## src/hdl/spq_pkg.sv

```systemverilog
`timescale 1ns / 1ps
// spq_pkg: operation and status codes, controller/datapath command and status structs.
// No dependencies. Used by every module of sorted_priority_queue.
package spq_pkg;

  localparam int unsigned DataW  = 32;
  localparam int unsigned CountW = 5;

  typedef enum logic [1:0] {
    OP_INSERT = 2'd0,
    OP_REMOVE = 2'd1,
    OP_READ   = 2'd2,
    OP_CLEAR  = 2'd3
  } op_e;

  typedef enum logic [1:0] {
    ST_OK    = 2'd0,
    ST_EMPTY = 2'd1,
    ST_FULL  = 2'd2
  } status_e;

  typedef struct packed {
    logic    latch;
    logic    set_status;
    status_e status;
    logic    pop;
    logic    clear;
    logic    rd_prev;
    logic    shift;
    logic    place;
    logic    rd_head;
    logic    rd_tail;
    logic    cap_head;
    logic    cap_tail;
    logic    load_out;
  } cmd_t;

  typedef struct packed {
    logic full;
    logic empty;
    logic idx_zero;
    logic less;
  } sts_t;

endpackage

```

## src/hdl/spq_ctrl.sv

```systemverilog
`timescale 1ns / 1ps
// spq_ctrl: sequencer for insert scan, remove, clear, head/tail readback and output hand-off.
// Depends on spq_pkg.
module spq_ctrl (
  input  logic                clk_i,
  input  logic                rst_ni,
  input  logic                in_valid_i,
  output logic                in_ready_o,
  input  logic [1:0]          op_i,
  output logic                out_valid_o,
  input  logic                out_ready_i,
  input  spq_pkg::sts_t       sts_i,
  output spq_pkg::cmd_t       cmd_o
);

  typedef enum logic [2:0] {
    S_IDLE,
    S_INS_CHK,
    S_INS_CMP,
    S_HRD,
    S_TRD,
    S_TCAP,
    S_DONE
  } state_e;

  state_e state_q, state_d;
  logic   out_valid_q;
  logic   accept;
  spq_pkg::op_e op;

  assign in_ready_o  = (state_q == S_IDLE);
  assign out_valid_o = out_valid_q;
  assign accept      = in_valid_i && in_ready_o;
  assign op          = spq_pkg::op_e'(op_i);

  always_comb begin
    cmd_o   = '0;
    state_d = state_q;
    case (state_q)
      S_IDLE: begin
        if (accept) begin
          cmd_o.latch      = 1'b1;
          cmd_o.set_status = 1'b1;
          cmd_o.status     = spq_pkg::ST_OK;
          state_d          = S_HRD;
          case (op)
            spq_pkg::OP_INSERT: begin
              if (sts_i.full) begin
                cmd_o.status = spq_pkg::ST_FULL;
              end else begin
                state_d = S_INS_CHK;
              end
            end
            spq_pkg::OP_REMOVE: begin
              if (sts_i.empty) begin
                cmd_o.status = spq_pkg::ST_EMPTY;
              end else begin
                cmd_o.pop = 1'b1;
              end
            end
            spq_pkg::OP_READ: begin
              if (sts_i.empty) begin
                cmd_o.status = spq_pkg::ST_EMPTY;
              end
            end
            default: begin
              cmd_o.clear = 1'b1;
            end
          endcase
        end
      end
      S_INS_CHK: begin
        if (sts_i.idx_zero) begin
          cmd_o.place = 1'b1;
          state_d     = S_HRD;
        end else begin
          cmd_o.rd_prev = 1'b1;
          state_d       = S_INS_CMP;
        end
      end
      S_INS_CMP: begin
        if (sts_i.less) begin
          cmd_o.shift = 1'b1;
          state_d     = S_INS_CHK;
        end else begin
          cmd_o.place = 1'b1;
          state_d     = S_HRD;
        end
      end
      S_HRD: begin
        cmd_o.rd_head = 1'b1;
        state_d       = S_TRD;
      end
      S_TRD: begin
        cmd_o.cap_head = 1'b1;
        cmd_o.rd_tail  = 1'b1;
        state_d        = S_TCAP;
      end
      S_TCAP: begin
        cmd_o.cap_tail = 1'b1;
        state_d        = S_DONE;
      end
      S_DONE: begin
        if (!out_valid_q || out_ready_i) begin
          cmd_o.load_out = 1'b1;
          state_d        = S_IDLE;
        end
      end
      default: begin
        state_d = S_IDLE;
      end
    endcase
  end

  always_ff @(posedge clk_i or negedge rst_ni) begin
    if (!rst_ni) begin
      state_q     <= S_IDLE;
      out_valid_q <= 1'b0;
    end else begin
      state_q <= state_d;
      if (cmd_o.load_out) begin
        out_valid_q <= 1'b1;
      end else if (out_ready_i) begin
        out_valid_q <= 1'b0;
      end
    end
  end

endmodule

```

## src/hdl/spq_dp.sv

```systemverilog
`timescale 1ns / 1ps
// spq_dp: circular entry store, fill and head pointer, scan index, result registers.
// Depends on spq_pkg.
module spq_dp #(
  parameter int unsigned DEPTH = 16
) (
  input  logic                               clk_i,
  input  logic                               rst_ni,
  input  logic signed [spq_pkg::DataW-1:0]   value_i,
  input  spq_pkg::cmd_t                      cmd_i,
  output spq_pkg::sts_t                      sts_o,
  output logic [1:0]                         status_o,
  output logic signed [spq_pkg::DataW-1:0]   head_value_o,
  output logic signed [spq_pkg::DataW-1:0]   tail_value_o,
  output logic                               is_empty_o,
  output logic [spq_pkg::CountW-1:0]         count_o
);

  localparam int unsigned AW = (DEPTH > 1) ? $clog2(DEPTH) : 1;
  localparam int unsigned FW = $clog2(DEPTH + 1);

  logic signed [spq_pkg::DataW-1:0] mem [DEPTH];
  logic signed [spq_pkg::DataW-1:0] rdata_q, val_q, headv_q, tailv_q;
  logic [AW-1:0] hptr_q;
  logic [FW-1:0] fill_q, idx_q;
  spq_pkg::status_e status_q;

  logic [1:0]                       out_status_q;
  logic signed [spq_pkg::DataW-1:0] out_head_q, out_tail_q;
  logic                             out_empty_q;
  logic [spq_pkg::CountW-1:0]       out_count_q;

  logic [AW-1:0] rlog, raddr, waddr;
  logic          rd_en, we;
  logic signed [spq_pkg::DataW-1:0] wdata;
  logic          empty;

  function automatic logic [AW-1:0] phys(input logic [AW-1:0] hp, input logic [AW-1:0] l);
    logic [AW:0] s;
    s = {1'b0, hp} + {1'b0, l};
    if (s >= (AW+1)'(DEPTH)) begin
      s = s - (AW+1)'(DEPTH);
    end
    return s[AW-1:0];
  endfunction

  assign empty = (fill_q == '0);

  assign sts_o.full     = (fill_q == FW'(DEPTH));
  assign sts_o.empty    = empty;
  assign sts_o.idx_zero = (idx_q == '0);
  assign sts_o.less     = (rdata_q < val_q);

  always_comb begin
    rlog = '0;
    if (cmd_i.rd_prev) begin
      rlog = AW'(idx_q - FW'(1));
    end else if (cmd_i.rd_tail && !empty) begin
      rlog = AW'(fill_q - FW'(1));
    end
  end

  assign raddr = phys(hptr_q, rlog);
  assign rd_en = cmd_i.rd_prev | cmd_i.rd_head | cmd_i.rd_tail;
  assign we    = cmd_i.shift | cmd_i.place;
  assign waddr = phys(hptr_q, AW'(idx_q));
  assign wdata = cmd_i.shift ? rdata_q : val_q;

  always_ff @(posedge clk_i) begin
    if (we) begin
      mem[waddr] <= wdata;
    end
    if (rd_en) begin
      rdata_q <= mem[raddr];
    end
  end

  always_ff @(posedge clk_i or negedge rst_ni) begin
    if (!rst_ni) begin
      fill_q <= '0;
      hptr_q <= '0;
    end else begin
      if (cmd_i.clear) begin
        fill_q <= '0;
      end else if (cmd_i.pop) begin
        fill_q <= fill_q - FW'(1);
        hptr_q <= (hptr_q == AW'(DEPTH - 1)) ? '0 : hptr_q + AW'(1);
      end else if (cmd_i.place) begin
        fill_q <= fill_q + FW'(1);
      end
    end
  end

  always_ff @(posedge clk_i) begin
    if (cmd_i.latch) begin
      val_q <= value_i;
      idx_q <= fill_q;
    end else if (cmd_i.shift) begin
      idx_q <= idx_q - FW'(1);
    end
    if (cmd_i.set_status) begin
      status_q <= cmd_i.status;
    end
    if (cmd_i.cap_head) begin
      headv_q <= empty ? '0 : rdata_q;
    end
    if (cmd_i.cap_tail) begin
      tailv_q <= empty ? '0 : rdata_q;
    end
    if (cmd_i.load_out) begin
      out_status_q <= status_q;
      out_head_q   <= headv_q;
      out_tail_q   <= tailv_q;
      out_empty_q  <= empty;
      out_count_q  <= spq_pkg::CountW'(fill_q);
    end
  end

  assign status_o     = out_status_q;
  assign head_value_o = out_head_q;
  assign tail_value_o = out_tail_q;
  assign is_empty_o   = out_empty_q;
  assign count_o      = out_count_q;

endmodule

```

## src/hdl/sorted_priority_queue.sv

```systemverilog
`timescale 1ns / 1ps
// sorted_priority_queue: top level, controller plus datapath of a descending-order queue.
// Depends on spq_pkg, spq_ctrl, spq_dp.
//
//   channel | direction | handshake              | word
//   in      | input     | in_valid_i / in_ready_o  | op_i, value_i
//   out     | output    | out_valid_o / out_ready_i| status_o, head_value_o, tail_value_o,
//           |           |                          | is_empty_o, count_o
//
// Remove, read, clear and a dropped insert go from accept through S_HRD, S_TRD, S_TCAP, S_DONE.
// Insert scans from the tail in S_INS_CHK/S_INS_CMP, moving each stored entry smaller than the
// new word one place; each moved entry costs one read and one write of the entry store.
// One word in flight; a new word is taken while the previous result waits on out.
// Reset empties the queue at once; stored entries keep stale data, never passed to out.
module sorted_priority_queue #(
  parameter int unsigned DEPTH = 16
) (
  input  logic                             clk_i,
  input  logic                             rst_ni,
  input  logic                             in_valid_i,
  output logic                             in_ready_o,
  input  logic [1:0]                       op_i,
  input  logic signed [spq_pkg::DataW-1:0] value_i,
  output logic                             out_valid_o,
  input  logic                             out_ready_i,
  output logic [1:0]                       status_o,
  output logic signed [spq_pkg::DataW-1:0] head_value_o,
  output logic signed [spq_pkg::DataW-1:0] tail_value_o,
  output logic                             is_empty_o,
  output logic [spq_pkg::CountW-1:0]       count_o
);

  spq_pkg::cmd_t cmd;
  spq_pkg::sts_t sts;

  spq_ctrl u_ctrl (
    .clk_i       (clk_i),
    .rst_ni      (rst_ni),
    .in_valid_i  (in_valid_i),
    .in_ready_o  (in_ready_o),
    .op_i        (op_i),
    .out_valid_o (out_valid_o),
    .out_ready_i (out_ready_i),
    .sts_i       (sts),
    .cmd_o       (cmd)
  );

  spq_dp #(
    .DEPTH (DEPTH)
  ) u_dp (
    .clk_i        (clk_i),
    .rst_ni       (rst_ni),
    .value_i      (value_i),
    .cmd_i        (cmd),
    .sts_o        (sts),
    .status_o     (status_o),
    .head_value_o (head_value_o),
    .tail_value_o (tail_value_o),
    .is_empty_o   (is_empty_o),
    .count_o      (count_o)
  );

endmodule

```

## config.mk

```make
export PLATFORM = sky130hd
export DESIGN_NAME = sorted_priority_queue
export DESIGN_NICKNAME = d
export VERILOG_FILES = /design/src/hdl/spq_pkg.sv /design/src/hdl/spq_ctrl.sv /design/src/hdl/spq_dp.sv /design/src/hdl/sorted_priority_queue.sv
export SDC_FILE = /design/constraint.sdc
export NUM_CORES = 1
export LEC_CHECK = 0
export BUFFER_PORTS_ARGS = -buffer_cell sky130_fd_sc_hd__buf_2
export CAP_MARGIN = 15
export CORE_MARGIN = 4
export CORE_UTILIZATION = 42
export DETAILED_ROUTE_END_ITERATION = 16
export HOLD_SLACK_MARGIN = 0.1
export PLACE_DENSITY_LB_ADDON = 0.05
export SYNTH_ARGS = -nofsm -noshare
export SYNTH_HDL_FRONTEND = slang
export SYNTH_SLANG_ARGS = --single-unit
```

## constraint.sdc

```tcl
create_clock -name clk_i -period 15.3 [get_ports clk_i]
set_input_delay 2.295 -clock clk_i [delete_from_list [all_inputs] [get_ports clk_i]]
set_output_delay 2.295 -clock clk_i [all_outputs]
set_load 0.01 [all_outputs]
```

==> metrics, run 1 <==
list of cells traversed by the critical path inv_1, ha_1, nor4b_4, buf_4, nand2b_1, o22ai_1, ha_4, fa_4, buf_4, mux4_2, mux4_2; maximum net fanout on the critical path 66; Ys Warns 0; flop2flop setup slack 9.45 ns; register clock-pin slew on the reported worst setup and hold paths about 0.060 ns; routed len/inst 26.9 um; number of library cell types mapped by synthesis 57; Final Cell Area 32,400 um^2; die outline area roughly 70,000 um^2; critical register-to-register path startpoint u_dp.fill_q[0]; Worst setup startpoint u_dp.fill_q[0]; routing usage on met3 0.0301; number of placement rows 94; endpoints failing setup 0; most area-consuming cells after synthesis sky130_fd_sc_hd__edfxtp_1 (77%), sky130_fd_sc_hd__mux4_2 (13%), sky130_fd_sc_hd__ha_1 (2.0%); nets in the synthesized netlist 1,360; TritonCTS clock tree done; hold buffer count at cts 0; dominant cell type by area after synthesis sky130_fd_sc_hd__edfxtp_1; worst hold slack across all endpoints 0.414 ns; count of input and output buffers between 100 and 150; run status finished clean; critical path type reg2reg; final worst path period share 0.382; maximum number of pins on one net before global-route repair roughly 100; GR Util met1 0.254; number of slew-limit violations in the final report 0; shortest clock period the worst path allows after layout 5.85 ns; H-tree level count 3; final global-route overflow total 0; count of buffering cells on the critical path with inverters included 3; drt first pass iters 5; category of the worst setup path capture point flop; DRC 0; Critical Path Stages 11; clock skew after layout between 0.015 and 0.02 ns; EDFF count, synth 719; detailed-route vias per instance around 5.4; flops & latches, synth 732; core box area 66,100 um^2; Pwr Density 223 nW/um^2; post-detailed-route count of antenna-violating nets 0; biggest cell delay along the critical path 1.57 ns; Post-synth ARST share 0.0178; post-synthesis instance total 1,276; root buf cell sky130_fd_sc_hd__clkbuf_16; via count of the first global-routing pass approximately 13,000; count of boundary I/O pins around 110; Post-Route WL between 60,000 and 70,000 um; worst-skew pair later-pin latency 0.61 ns; depth of the most critical reg-to-reg path 11; syn_area_per_cell 22.1 um^2; Least-Margin Pin Slew 1.16 ns; class of the worst hold path reg2reg; Max rail drop VDD around 0.2 mV; count of antenna diodes in the layout 0; Detail Placement HPWL 33,500 um; total count of hold-check failures in the final report 0; global-route track usage on met2 0.300; commonest register cell after synthesis sky130_fd_sc_hd__edfxtp_1; highest clock frequency the design can meet around 170 MHz; Post-CTS Setup Bufs 0; number of buffers created by CTS between 70 and 80; GRT Max-Usage Layer met2; number of antenna violations at the first check in global routing 2; family of cells with the greatest summed delay on the critical path adder cells; data required time of the worst path 15.64 ns; post-cts resize count 0; Maximum Capacitance Violations 0; first-pass GRT wire length 93,000 um; capturing point of the worst reg2reg path u_dp.rdata_q[12]; vertical extent of the die between 200 and 300 um; cell leakage power between 0.01 and 0.015 uW; Global Route Usage Sum 0.181; Synth top area share 0.766; initial standard-cell utilization of the core 0.426; critical path capture point u_dp.rdata_q[12]; post-placement cell area approximately 30,000 um^2; horizontal die dimension 267 um; worst rel slew slack 0.229; unrepaired setup endpoints after global routing false; ratio of cells with drive above 1 in the final layout 0.313; accumulated negative setup slack 0 ns; initial detailed-routing violation count 1,109; overall via count from detail_route around 13,000; startpoint class of the critical path flop; worst-path cell with the longest stage delay sky130_fd_sc_hd__fa_4; number of clock sinks 732; data arrival time of the critical path around 6.2 ns; RePlAce Congestion 0.765; sequential share of the synthesized area 0.778; maximum clock insertion buffer count 3; hold path startpoint u_dp.tailv_q[29]; mapped cell area 28,200 um^2; Final nets about 1,500; Area Overhead vs Synth 15.0%
==> report_power, final <==
group,internal (uW),switching [uW]
logic,1110,1330
clock network,1020,741
registers,2810,186
total,4950,2260
==> through the flow <==
| stage | utilization | setup WS (ns) | total power, uW | instances |
|---|---|---|---|---|
| global route | 0.490 | 9.16 | 7600 | 2368 |
| global placement | 0.454 | 9.59 | 5500 | 2231 |
| finish | 0.490 | 9.45 | 7210 | 2368 |
| CTS | 0.490 | 9.45 | 7330 | 2368 |
| detailed placement | 0.454 | 9.46 | 5540 | 2231 |
| floorplan | - | 9.45 | 4730 | 1276 |
==> cells in the mapped netlist (5+ instances only) <==
| cell type | count |
|---|---|
| sky130_fd_sc_hd__nand2_1 | 33 |
| sky130_fd_sc_hd__nor2_1 | 34 |
| sky130_fd_sc_hd__edfxtp_1 | 719 |
| sky130_fd_sc_hd__buf_2 | 6 |
| sky130_fd_sc_hd__clkbuf_1 | 29 |
| sky130_fd_sc_hd__buf_1 | 7 |
| sky130_fd_sc_hd__o21ai_0 | 11 |
| sky130_fd_sc_hd__mux4_2 | 160 |
| sky130_fd_sc_hd__a21oi_1 | 19 |
| sky130_fd_sc_hd__ha_1 | 44 |
| sky130_fd_sc_hd__inv_1 | 43 |
| sky130_fd_sc_hd__dfrtp_1 | 13 |
| sky130_fd_sc_hd__nor3_1 | 5 |
| sky130_fd_sc_hd__mux2_2 | 33 |
| sky130_fd_sc_hd__xnor2_1 | 10 |
| sky130_fd_sc_hd__nor2b_1 | 33 |
==> sequential cells by signal (all words and copies together), names as in the netlist <==
register,count
u_dp.mem,512
u_dp.tailv_q,32
u_dp.status_q,2
u_ctrl.out_valid_o,1
u_dp.headv_q,32
u_dp.hptr_q,4
u_dp.head_value_o,32
u_dp.rdata_q,32
u_dp.tail_value_o,32
u_ctrl.state_q,3
u_dp.val_q,32
u_dp.idx_q,5
u_dp.is_empty_o,1
u_dp.count_o,5
u_dp.fill_q,5
u_dp.status_o,2
==> worst min-delay path by stage <==
| stage | depth (start not counted) | end | slack, ns |
|---|---|---|---|
| 4_1_cts | 0 | u_dp.tail_value_o[29] | 0.41 |
| 3_5_place_dp | 0 | u_dp.head_value_o[17] | 0.40 |
| 2_1_floorplan | 0 | u_dp.head_value_o[0] | 0.40 |
| 6_report | 0 | u_dp.tail_value_o[29] | 0.41 |
| 3_3_place_gp | 0 | u_dp.head_value_o[22] | 0.40 |
| 5_1_grt | 0 | u_dp.head_value_o[16] | 0.43 |
==> cell usage in the layout (no fill, tap or decap), drive strengths merged, types with 5 or more instances in the layout <==
cell,n
edfxtp,719
mux4,160
buf,137
clkbuf,103
inv,47
ha,44
mux2,35
nand2,34
nor2,34
nor2b,33
clkinv,25
a21oi,19
dfrtp,13
o21ai,11
xnor2,11
nor3,5
o22ai,5
==> worst reg2reg max path: stages, from the launching register on <==
cell,delay (ns)
sky130_fd_sc_hd__dfrtp_1,0.46
sky130_fd_sc_hd__inv_1,0.11
sky130_fd_sc_hd__ha_1,0.26
sky130_fd_sc_hd__nor4b_4,0.22
sky130_fd_sc_hd__buf_4,0.40
sky130_fd_sc_hd__nand2b_1,0.26
sky130_fd_sc_hd__o22ai_1,0.15
sky130_fd_sc_hd__ha_4,0.20
sky130_fd_sc_hd__fa_4,1.57
sky130_fd_sc_hd__buf_4,0.99
sky130_fd_sc_hd__mux4_2,0.47
sky130_fd_sc_hd__mux4_2,0.48
==> area by class of cell <==
cell class	instances	area (um^2)
inverter	44	165
timing repair buffer	137	763
tap	864	1080
clock buffer	103	2120
multi-input combinational	454	6080
clock inverter	34	262
fill	5385	33700
sequential	732	21900
==> layer usage <==
layer | vias up | share of wire | wire length (um)
met5 | - | 0 | 0
met4 | 0 | 0.017 | 1080
met3 | 75 | 0.049 | 3130
met2 | 322 | 0.49 | 31200
met1 | 6771 | 0.44 | 28300
li1 | 5597 | - | -
==> kinds of logic (layout without fill, tap and decap cells) <==
family                   count (synthesis)  after routing  share of synthesized area
AO/OA/AOI/OAI                           62             62                     0.0151
flip-flops                             732            732                      0.778
XOR/XNOR                                15             15                    0.00493
AND/OR/NAND/NOR                        133            133                     0.0249
buffers and inverters                   90            318                     0.0132
adder cells (fa/ha/maj)                 46             46                     0.0210
multiplexers                           198            198                      0.143
Note: power is estimated with default switching activity, not from simulation.
==> inputs of run 2 (changes only) <==
ABC_AREA = 1   (was default)
clock period = 5.5 ns   (was 15.3 ns; I/O delays follow)
==> run 2 against run 1 <==
Utilization down 0.086 points. Final cell count rose by 32%. Maximum frequency is 43% higher. Final area up 2.0%. Critical endpoint is now u_dp.rdata_q[14]. Largest cell class unchanged. Highest routed layer is now met5.
==> metrics, run 2 <==
RePlAce Congestion 0.774 (was 0.765); number of clock sinks 732 (unchanged); routed len/inst 24.4 um (was 26.9 um); data required time of the worst path 5.81 ns (was 15.64 ns); startpoint class of the critical path flop (unchanged); Worst setup startpoint u_dp.fill_q[0] (unchanged); most frequent cells after synthesis sky130_fd_sc_hd__edfxtp_1 (719), sky130_fd_sc_hd__o21ai_0 (320), sky130_fd_sc_hd__nor2_1 (304), sky130_fd_sc_hd__nand2_1 (167), sky130_fd_sc_hd__inv_1 (98) (was sky130_fd_sc_hd__edfxtp_1 (719), sky130_fd_sc_hd__mux4_2 (160), sky130_fd_sc_hd__ha_1 (44), sky130_fd_sc_hd__inv_1 (43), sky130_fd_sc_hd__nor2_1 (34)); nets in the synthesized netlist 2,161 (was 1,360); number of slew-limit violations in the final report 0 (unchanged); critical path type reg2reg (unchanged); count of boundary I/O pins 112 (unchanged); category of the worst setup path capture point flop (unchanged); detailed-route vias per instance 5.55 (was 5.39); root buf cell sky130_fd_sc_hd__clkbuf_16 (unchanged); highest clock frequency the design can meet 244 MHz (was 171 MHz); maximum net fanout on the critical path 64 (was 66); clock skew after layout 0.0128 ns (was 0.0157 ns); post-synthesis instance total 2,077 (was 1,276); top library cells by usage in the layout, fill and taps aside sky130_fd_sc_hd__edfxtp_1 (719), sky130_fd_sc_hd__o21ai_0 (320), sky130_fd_sc_hd__nor2_1 (285), sky130_fd_sc_hd__nand2_1 (167), sky130_fd_sc_hd__buf_2 (111) (was sky130_fd_sc_hd__edfxtp_1 (719), sky130_fd_sc_hd__mux4_2 (160), sky130_fd_sc_hd__buf_2 (111), sky130_fd_sc_hd__clkbuf_16 (80)); first-pass GRT wire length 113,000 um (was 93,000 um); class of the worst hold path in2reg (was reg2reg); accumulated negative setup slack 0 ns (unchanged); Final nets 2,277 (was 1,530); shortest clock period the worst path allows after layout 4.10 ns (was 5.85 ns); number of buffers created by CTS 79 (was 77); register clock-pin slew on the reported worst setup and hold paths 0.06 ns (about the same); overall via count from detail_route 17,400 (was 12,800); total count of hold-check failures in the final report 0 (unchanged); initial standard-cell utilization of the core 0.426 (about the same); count of antenna diodes in the layout 0 (unchanged); number of library cell types mapped by synthesis 41 (was 57); post-detailed-route count of antenna-violating nets 0 (unchanged); Area Overhead vs Synth 14.9% (was 15.0%); Maximum Capacitance Violations 0 (unchanged); hold path startpoint value_i[10] (was u_dp.tailv_q[29]); maximum number of pins on one net before global-route repair 163 (was 101); mapped cell area 28,700 um^2 (was 28,200 um^2); Ys Warns 0 (unchanged); unrepaired setup endpoints after global routing false (unchanged); maximum clock insertion buffer count 3 (unchanged); run status finished clean (unchanged); worst-skew pair later-pin latency 0.62 ns (was 0.61 ns); die outline area 72,700 um^2 (was 71,300 um^2); fill cell count 5,904 (was 5,385); horizontal die dimension 270 um (was 267 um); flip-flop count of the largest register, all copies and words added 512 (unchanged); most area-consuming cells after synthesis sky130_fd_sc_hd__edfxtp_1 (75%), sky130_fd_sc_hd__o21ai_0 (5.6%), sky130_fd_sc_hd__nor2_1 (4.0%) (was sky130_fd_sc_hd__edfxtp_1 (77%), sky130_fd_sc_hd__mux4_2 (13%), sky130_fd_sc_hd__ha_1 (2.0%)); initial detailed-routing violation count 1,702 (was 1,109); worst rel slew slack 0.280 (was 0.229); final global-route overflow total 0 (unchanged); count of input and output buffers 111 (unchanged); worst hold slack across all endpoints 0.378 ns (was 0.414 ns); most frequently used cell type in the post-synthesis netlist sky130_fd_sc_hd__edfxtp_1 (unchanged); H-tree level count 3 (unchanged); final worst path period share 0.745 (was 0.382); most frequent standard cell in the layout excluding fill and tap cells sky130_fd_sc_hd__edfxtp_1 (unchanged); ratio of cells with drive above 1 in the final layout 0.136 (was 0.313); via count of the first global-routing pass 17,000 (was 13,400); flip-flop and latch area 21,900 um^2 (unchanged); Post-Route WL 76,500 um (was 63,700 um); number of placement rows 95 (was 94); dominant cell type by area after synthesis sky130_fd_sc_hd__edfxtp_1 (unchanged); drt first pass iters 5 (unchanged); post-cts resize count 0 (unchanged); core box area 67,500 um^2 (was 66,100 um^2); Post-synth ARST share 0.0178 (unchanged); syn_area_per_cell 13.8 um^2 (was 22.1 um^2); Global Route Usage Sum 0.207 (was 0.181); data arrival time of the critical path 4.41 ns (was 6.19 ns); Synth top area share 0.751 (was 0.766); number of antenna violations at the first check in global routing 1 (was 2); Detail Placement HPWL 41,700 um (was 33,500 um); EDFF count, synth 719 (unchanged); area of combinational cells with multiple inputs 6120 um^2 (was 6080 um^2); Least-Margin Pin Slew 1.08 ns (was 1.16 ns); sequential share of the synthesized area 0.762 (was 0.778); DRC 0 (unchanged); commonest register cell after synthesis sky130_fd_sc_hd__edfxtp_1 (unchanged); largest register by flop count u_dp.mem (unchanged); critical register-to-register path startpoint u_dp.fill_q[0] (unchanged); flops & latches, synth 732 (unchanged); vertical extent of the die 270 um (was 267 um); endpoints failing setup 0 (unchanged); TritonCTS clock tree done (unchanged)
run 2: cells by family (layout without fill, tap and decap cells):
group | after synthesis | in the layout | synth area share
adder cells (fa/ha/maj) | 46 | 46 | 0.0205
AO/OA/AOI/OAI | 523 | 523 | 0.106
multiplexers | 1 | 1 | 0.000392
XOR/XNOR | 15 | 15 | 0.00522
buffers and inverters | 222 | 403 | 0.0308
AND/OR/NAND/NOR | 538 | 538 | 0.0745
flip-flops | 732 | 732 | 0.762
run 2: cell type report:
type	count	area share
timing repair buffer	153	0.0283
multi-input combinational	1123	0.185
sequential	732	0.664
clock buffer	99	0.0660
clock inverter	47	0.0116
tap	873	0.0331
inverter	104	0.0120
run 2: metrics by stage:
step / util / worst slack, ns / cell area [um^2] / cells
after global routing: 0.489 / 1.03 / 33000 / 3131
after detailed placement: 0.451 / 1.40 / 30400 / 2983
final: 0.489 / 1.40 / 33000 / 3131
after floorplan: - / 1.13 / 28700 / 2077
after CTS: 0.489 / 1.38 / 33000 / 3130
after global placement: 0.451 / 1.44 / 30400 / 2983
run 2: worst paths after layout:
path | depth (start not counted) | slack, ns | end
setup / recovery | 15 | 1.40 | u_dp.rdata_q[14]
hold / removal | 1 | 0.38 | u_dp.val_q[10]
setup reg to reg | 15 | 1.40 | u_dp.rdata_q[14]
hold reg to reg | 0 | 0.42 | u_dp.tail_value_o[0]
max in group asynchronous | 2 | 4.59 | u_ctrl.state_q[2]
min in group asynchronous | 2 | 0.65 | u_dp.fill_q[3]
run 2: per-layer routing:
| metal | GRT usage | vias to the layer above | share of wire |
|---|---|---|---|
| li1 | - | 7936 | - |
| met1 | 0.293 | 8798 | 0.44 |
| met2 | 0.336 | 528 | 0.48 |
| met3 | 0.0352 | 113 | 0.055 |
| met4 | 0.0524 | 2 | 0.023 |
| met5 | 0 | - | 0.00017 |
run 2: repair_timing:
| action | in CTS | in global routing |
|---|---|---|
| hold buffers | 1 | 0 |
| buffers inserted | 0 | 0 |
| hold endpoints to repair | 13 | 0 |
run 2: critical path, cell delays in order (launching register included):
cell and delay, ns:
sky130_fd_sc_hd__dfrtp_1 0.43, sky130_fd_sc_hd__inv_1 0.12, sky130_fd_sc_hd__ha_1 0.28, sky130_fd_sc_hd__nand3_4 0.12, sky130_fd_sc_hd__nor2_4 0.04, sky130_fd_sc_hd__inv_2 0.07
sky130_fd_sc_hd__buf_4 0.44, sky130_fd_sc_hd__nand3_1 0.12, sky130_fd_sc_hd__o21ai_0 0.12, sky130_fd_sc_hd__ha_1 0.31, sky130_fd_sc_hd__a21oi_1 0.18, sky130_fd_sc_hd__nand2_1 0.08
sky130_fd_sc_hd__xor2_1 0.34, sky130_fd_sc_hd__xor2_4 0.16, sky130_fd_sc_hd__buf_4 0.73, sky130_fd_sc_hd__o21ai_0 0.22
Power of run 2 is left out: the tool's default activity adds up to more than one toggle a clock period on the data nets, which glitch-free logic cannot reach.
==> inputs of run 3 (changes only) <==
ABC_AREA = 0   (was 1)
clock period = 3.5 ns   (was 5.5 ns; I/O delays follow)
==> run 3 against run 2 <==
The flow now finishes with violations (negative setup slack). Final cell count decreased by 20%. Clock skew increased by 0.0099 ns. Final area increased by 4.3%. Critical endpoint is now u_dp.rdata_q[2].
==> metrics, run 3 (synthesis results as in run 1) <==
run status complete, but fails checks (was finished clean); failing checks negative setup slack; maximum number of pins on one net before global-route repair 60 (was 163); unrepaired setup endpoints after global routing true (was false); endpoints failing setup 32 (was 0); critical path type reg2reg (unchanged); number of slew-limit violations in the final report 0 (unchanged); core box area 66,100 um^2 (was 67,500 um^2); placement-stage worst setup slack -0.432 ns (was 1.40 ns); biggest cell delay along the critical path 0.92 ns (was 0.73 ns); data required time of the worst path 3.84 ns (was 5.81 ns); Area Overhead vs Synth 22.2% (was 14.9%); Final nets 1,673 (was 2,277); clock skew after layout 0.0228 ns (was 0.0128 ns); post-detailed-route count of antenna-violating nets 0 (unchanged); DRC 0 (unchanged); Global Route Usage Sum 0.185 (was 0.207); die outline area 71,300 um^2 (was 72,700 um^2); Max rail drop VDD slightly above 0.6 mV; horizontal die dimension 267 um (was 270 um); number of antenna violations at the first check in global routing 6 (was 1); maximum net fanout on the critical path 12 (was 64); drt first pass iters 5 (unchanged); first-pass GRT wire length 95,200 um (was 113,000 um); register clock-pin slew on the reported worst setup and hold paths 0.06 ns (about the same); Maximum Capacitance Violations 0 (unchanged); number of buffers created by CTS 77 (was 79); post-layout utilization of the core 0.521 (was 0.489); initial detailed-routing violation count 1,043 (was 1,702); number of placement rows 94 (was 95); cell leakage power about 0.012 uW; smallest setup slack after layout -0.407 ns (was 1.40 ns); count of input and output buffers 111 (unchanged); detailed-route vias per instance 5.28 (was 5.55); maximum clock insertion buffer count 3 (unchanged); critical register-to-register path startpoint u_dp.idx_q[0] (was u_dp.fill_q[0]); count of boundary I/O pins 112 (unchanged); Detail Placement HPWL 37,600 um (was 41,700 um); ratio of cells with drive above 1 in the final layout 0.359 (was 0.136); initial standard-cell utilization of the core 0.426 (about the same); startpoint class of the critical path flop (unchanged); vertical extent of the die 267 um (was 270 um); Pwr Density about 1000 nW/um^2; most frequent standard cell in the layout excluding fill and tap cells sky130_fd_sc_hd__edfxtp_1 (unchanged); list of cells traversed by the critical path inv_2, ha_4, or4b_4, nand4_1, o22ai_2, ha_4, fa_4, buf_6, clkbuf_16, mux4_2, mux4_2 (was inv_1, ha_1, nand3_4, nor2_4, inv_2, buf_4, nand3_1, o21ai_0, ha_1, a21oi_1, nand2_1, xor2_1, xor2_4, buf_4, o21ai_0); fill cell count 5,226 (was 5,904); largest register by flop count u_dp.mem (unchanged); worst-skew pair later-pin latency 0.61 ns (was 0.62 ns); shortest clock period the worst path allows after layout 3.91 ns (was 4.10 ns); hold path startpoint in_valid_i (was value_i[10]); Least-Margin Pin Slew 0.794 ns (was 1.08 ns); highest clock frequency the design can meet 256 MHz (was 244 MHz); number of clock sinks 732 (unchanged); flip-flop count of the largest register, all copies and words added 512 (unchanged); Post-Route WL 66,400 um (was 76,500 um); via count of the first global-routing pass 14,000 (was 17,000); Worst setup startpoint u_dp.idx_q[0] (was u_dp.fill_q[0]); worst rel slew slack 0.469 (was 0.280); data arrival time of the critical path 4.24 ns (was 4.41 ns); TritonCTS clock tree done (unchanged); top library cells by usage in the layout, fill and taps aside sky130_fd_sc_hd__edfxtp_1 (719), sky130_fd_sc_hd__mux4_2 (160), sky130_fd_sc_hd__buf_2 (111), sky130_fd_sc_hd__clkbuf_16 (86), sky130_fd_sc_hd__buf_4 (77) (was sky130_fd_sc_hd__edfxtp_1 (719), sky130_fd_sc_hd__o21ai_0 (320), sky130_fd_sc_hd__nor2_1 (285), sky130_fd_sc_hd__nand2_1 (167), sky130_fd_sc_hd__buf_2 (111)); category of the worst setup path capture point flop (unchanged); overall power consumption ~35,000 uW; RePlAce Congestion 0.761 (was 0.774); class of the worst hold path in2reg (unchanged); overall via count from detail_route 13,300 (was 17,400); H-tree level count 3 (unchanged); root buf cell sky130_fd_sc_hd__clkbuf_16 (unchanged); final worst path period share 1.12 (was 0.745); worst-path cell with the longest stage delay sky130_fd_sc_hd__fa_4 (was sky130_fd_sc_hd__buf_4); final global-route overflow total 0 (unchanged); total count of hold-check failures in the final report 0 (unchanged); routed len/inst 26.4 um (was 24.4 um)
-- run 3: cell count changes in the layout (fill, tap and decap cells not counted), moves of 32 or more --
cell,change
sky130_fd_sc_hd__o21ai_0,-310
sky130_fd_sc_hd__nor2_1,-268
sky130_fd_sc_hd__buf_4,+41
sky130_fd_sc_hd__o22ai_1,-66
sky130_fd_sc_hd__mux4_2,+160
sky130_fd_sc_hd__o221ai_1,-64
sky130_fd_sc_hd__nand2_1,-134
sky130_fd_sc_hd__dlygate4sd3_1,+32
sky130_fd_sc_hd__inv_1,-54
sky130_fd_sc_hd__mux2_2,+33
sky130_fd_sc_hd__buf_12,+41
sky130_fd_sc_hd__nand3_1,-48
sky130_fd_sc_hd__nor2b_1,+33
-- run 3: stage by stage --
stage | instances | area [um^2] | hold slack [ns] | TNS, ns
after floorplan | 1276 | 28300 | 0.229 | -11.39
after global placement | 2324 | 31200 | 0.403 | -11.74
after detailed placement | 2324 | 31200 | 0.405 | -12.67
after CTS | 2503 | 34100 | 0.165 | -11.24
after global routing | 2514 | 34400 | 0.207 | -15.16
final | 2517 | 34400 | 0.203 | -11.97
-- run 3: cell type report --
type                            count  area (um^2)  share of cell area
Timing Repair Buffer              280         2660              0.0773
Tap cell                          864         1080              0.0314
Multi-Input combinational cell    454         6120               0.178
Clock buffer                       97         2030              0.0591
Inverter                           44          165             0.00480
Clock inverter                     43          442              0.0128
Antenna cell                        3         7.51            0.000218
Sequential cell                   732        21900               0.637
-- run 3: layer usage --
| layer | routed length (um) | track usage | vias up |
|---|---|---|---|
| li1 | - | - | 5903 |
| met1 | 28900 | 0.258 | 6975 |
| met2 | 33000 | 0.310 | 341 |
| met3 | 3390 | 0.0288 | 74 |
| met4 | 1100 | 0.0478 | 0 |
| met5 | 0 | 0 | - |
-- run 3: critical path: cells and delay by family (launching register included) --
family | cells | cell delay (ns)
adders and majority gates | 3 | 1.23
muxes | 2 | 0.78
and+or+nand+nor | 2 | 0.65
buffers and inverters | 3 | 0.46
DFF | 1 | 0.40
AOI/OAI and AO/OA | 1 | 0.11
-- run 3: path summary, 6_finish.rpt --
check / depth (start not counted) / endpoint / slack (ns)
max in group asynchronous: 2 / u_ctrl.state_q[2] / 2.87
hold / removal: 3 / u_ctrl.state_q[0] / 0.20
setup / recovery: 11 / u_dp.rdata_q[2] / -0.41
hold reg to reg: 0 / u_dp.tail_value_o[28] / 0.41
setup reg to reg: 11 / u_dp.rdata_q[2] / -0.41
min in group asynchronous: 2 / u_dp.fill_q[0] / 0.37
-- run 3: power by group --
group | leakage (uW) | total (uW) | switching [uW] | internal, uW
Sequential | 0.00668 | 12800 | 484 | 12300
Combinational | 0.00365 | 13900 | 6920 | 7010
Clock | 0.00120 | 8020 | 3300 | 4720
Total | 0.0115 | 34700 | 10700 | 24000
-- run 3: what timing repair did --
| item | 4_1_cts | 5_1_grt |
|---|---|---|
| hold endpoints to repair | 45 | 0 |
| resized for setup | 4 | 16 |
| hold buffers | 33 | 0 |
| setup buffers | 5 | 2 |
| cloned | 1 | 10 |
| pin swaps | 3 | 1 |
| endpoints found under the setup margin | 48 | 544 |
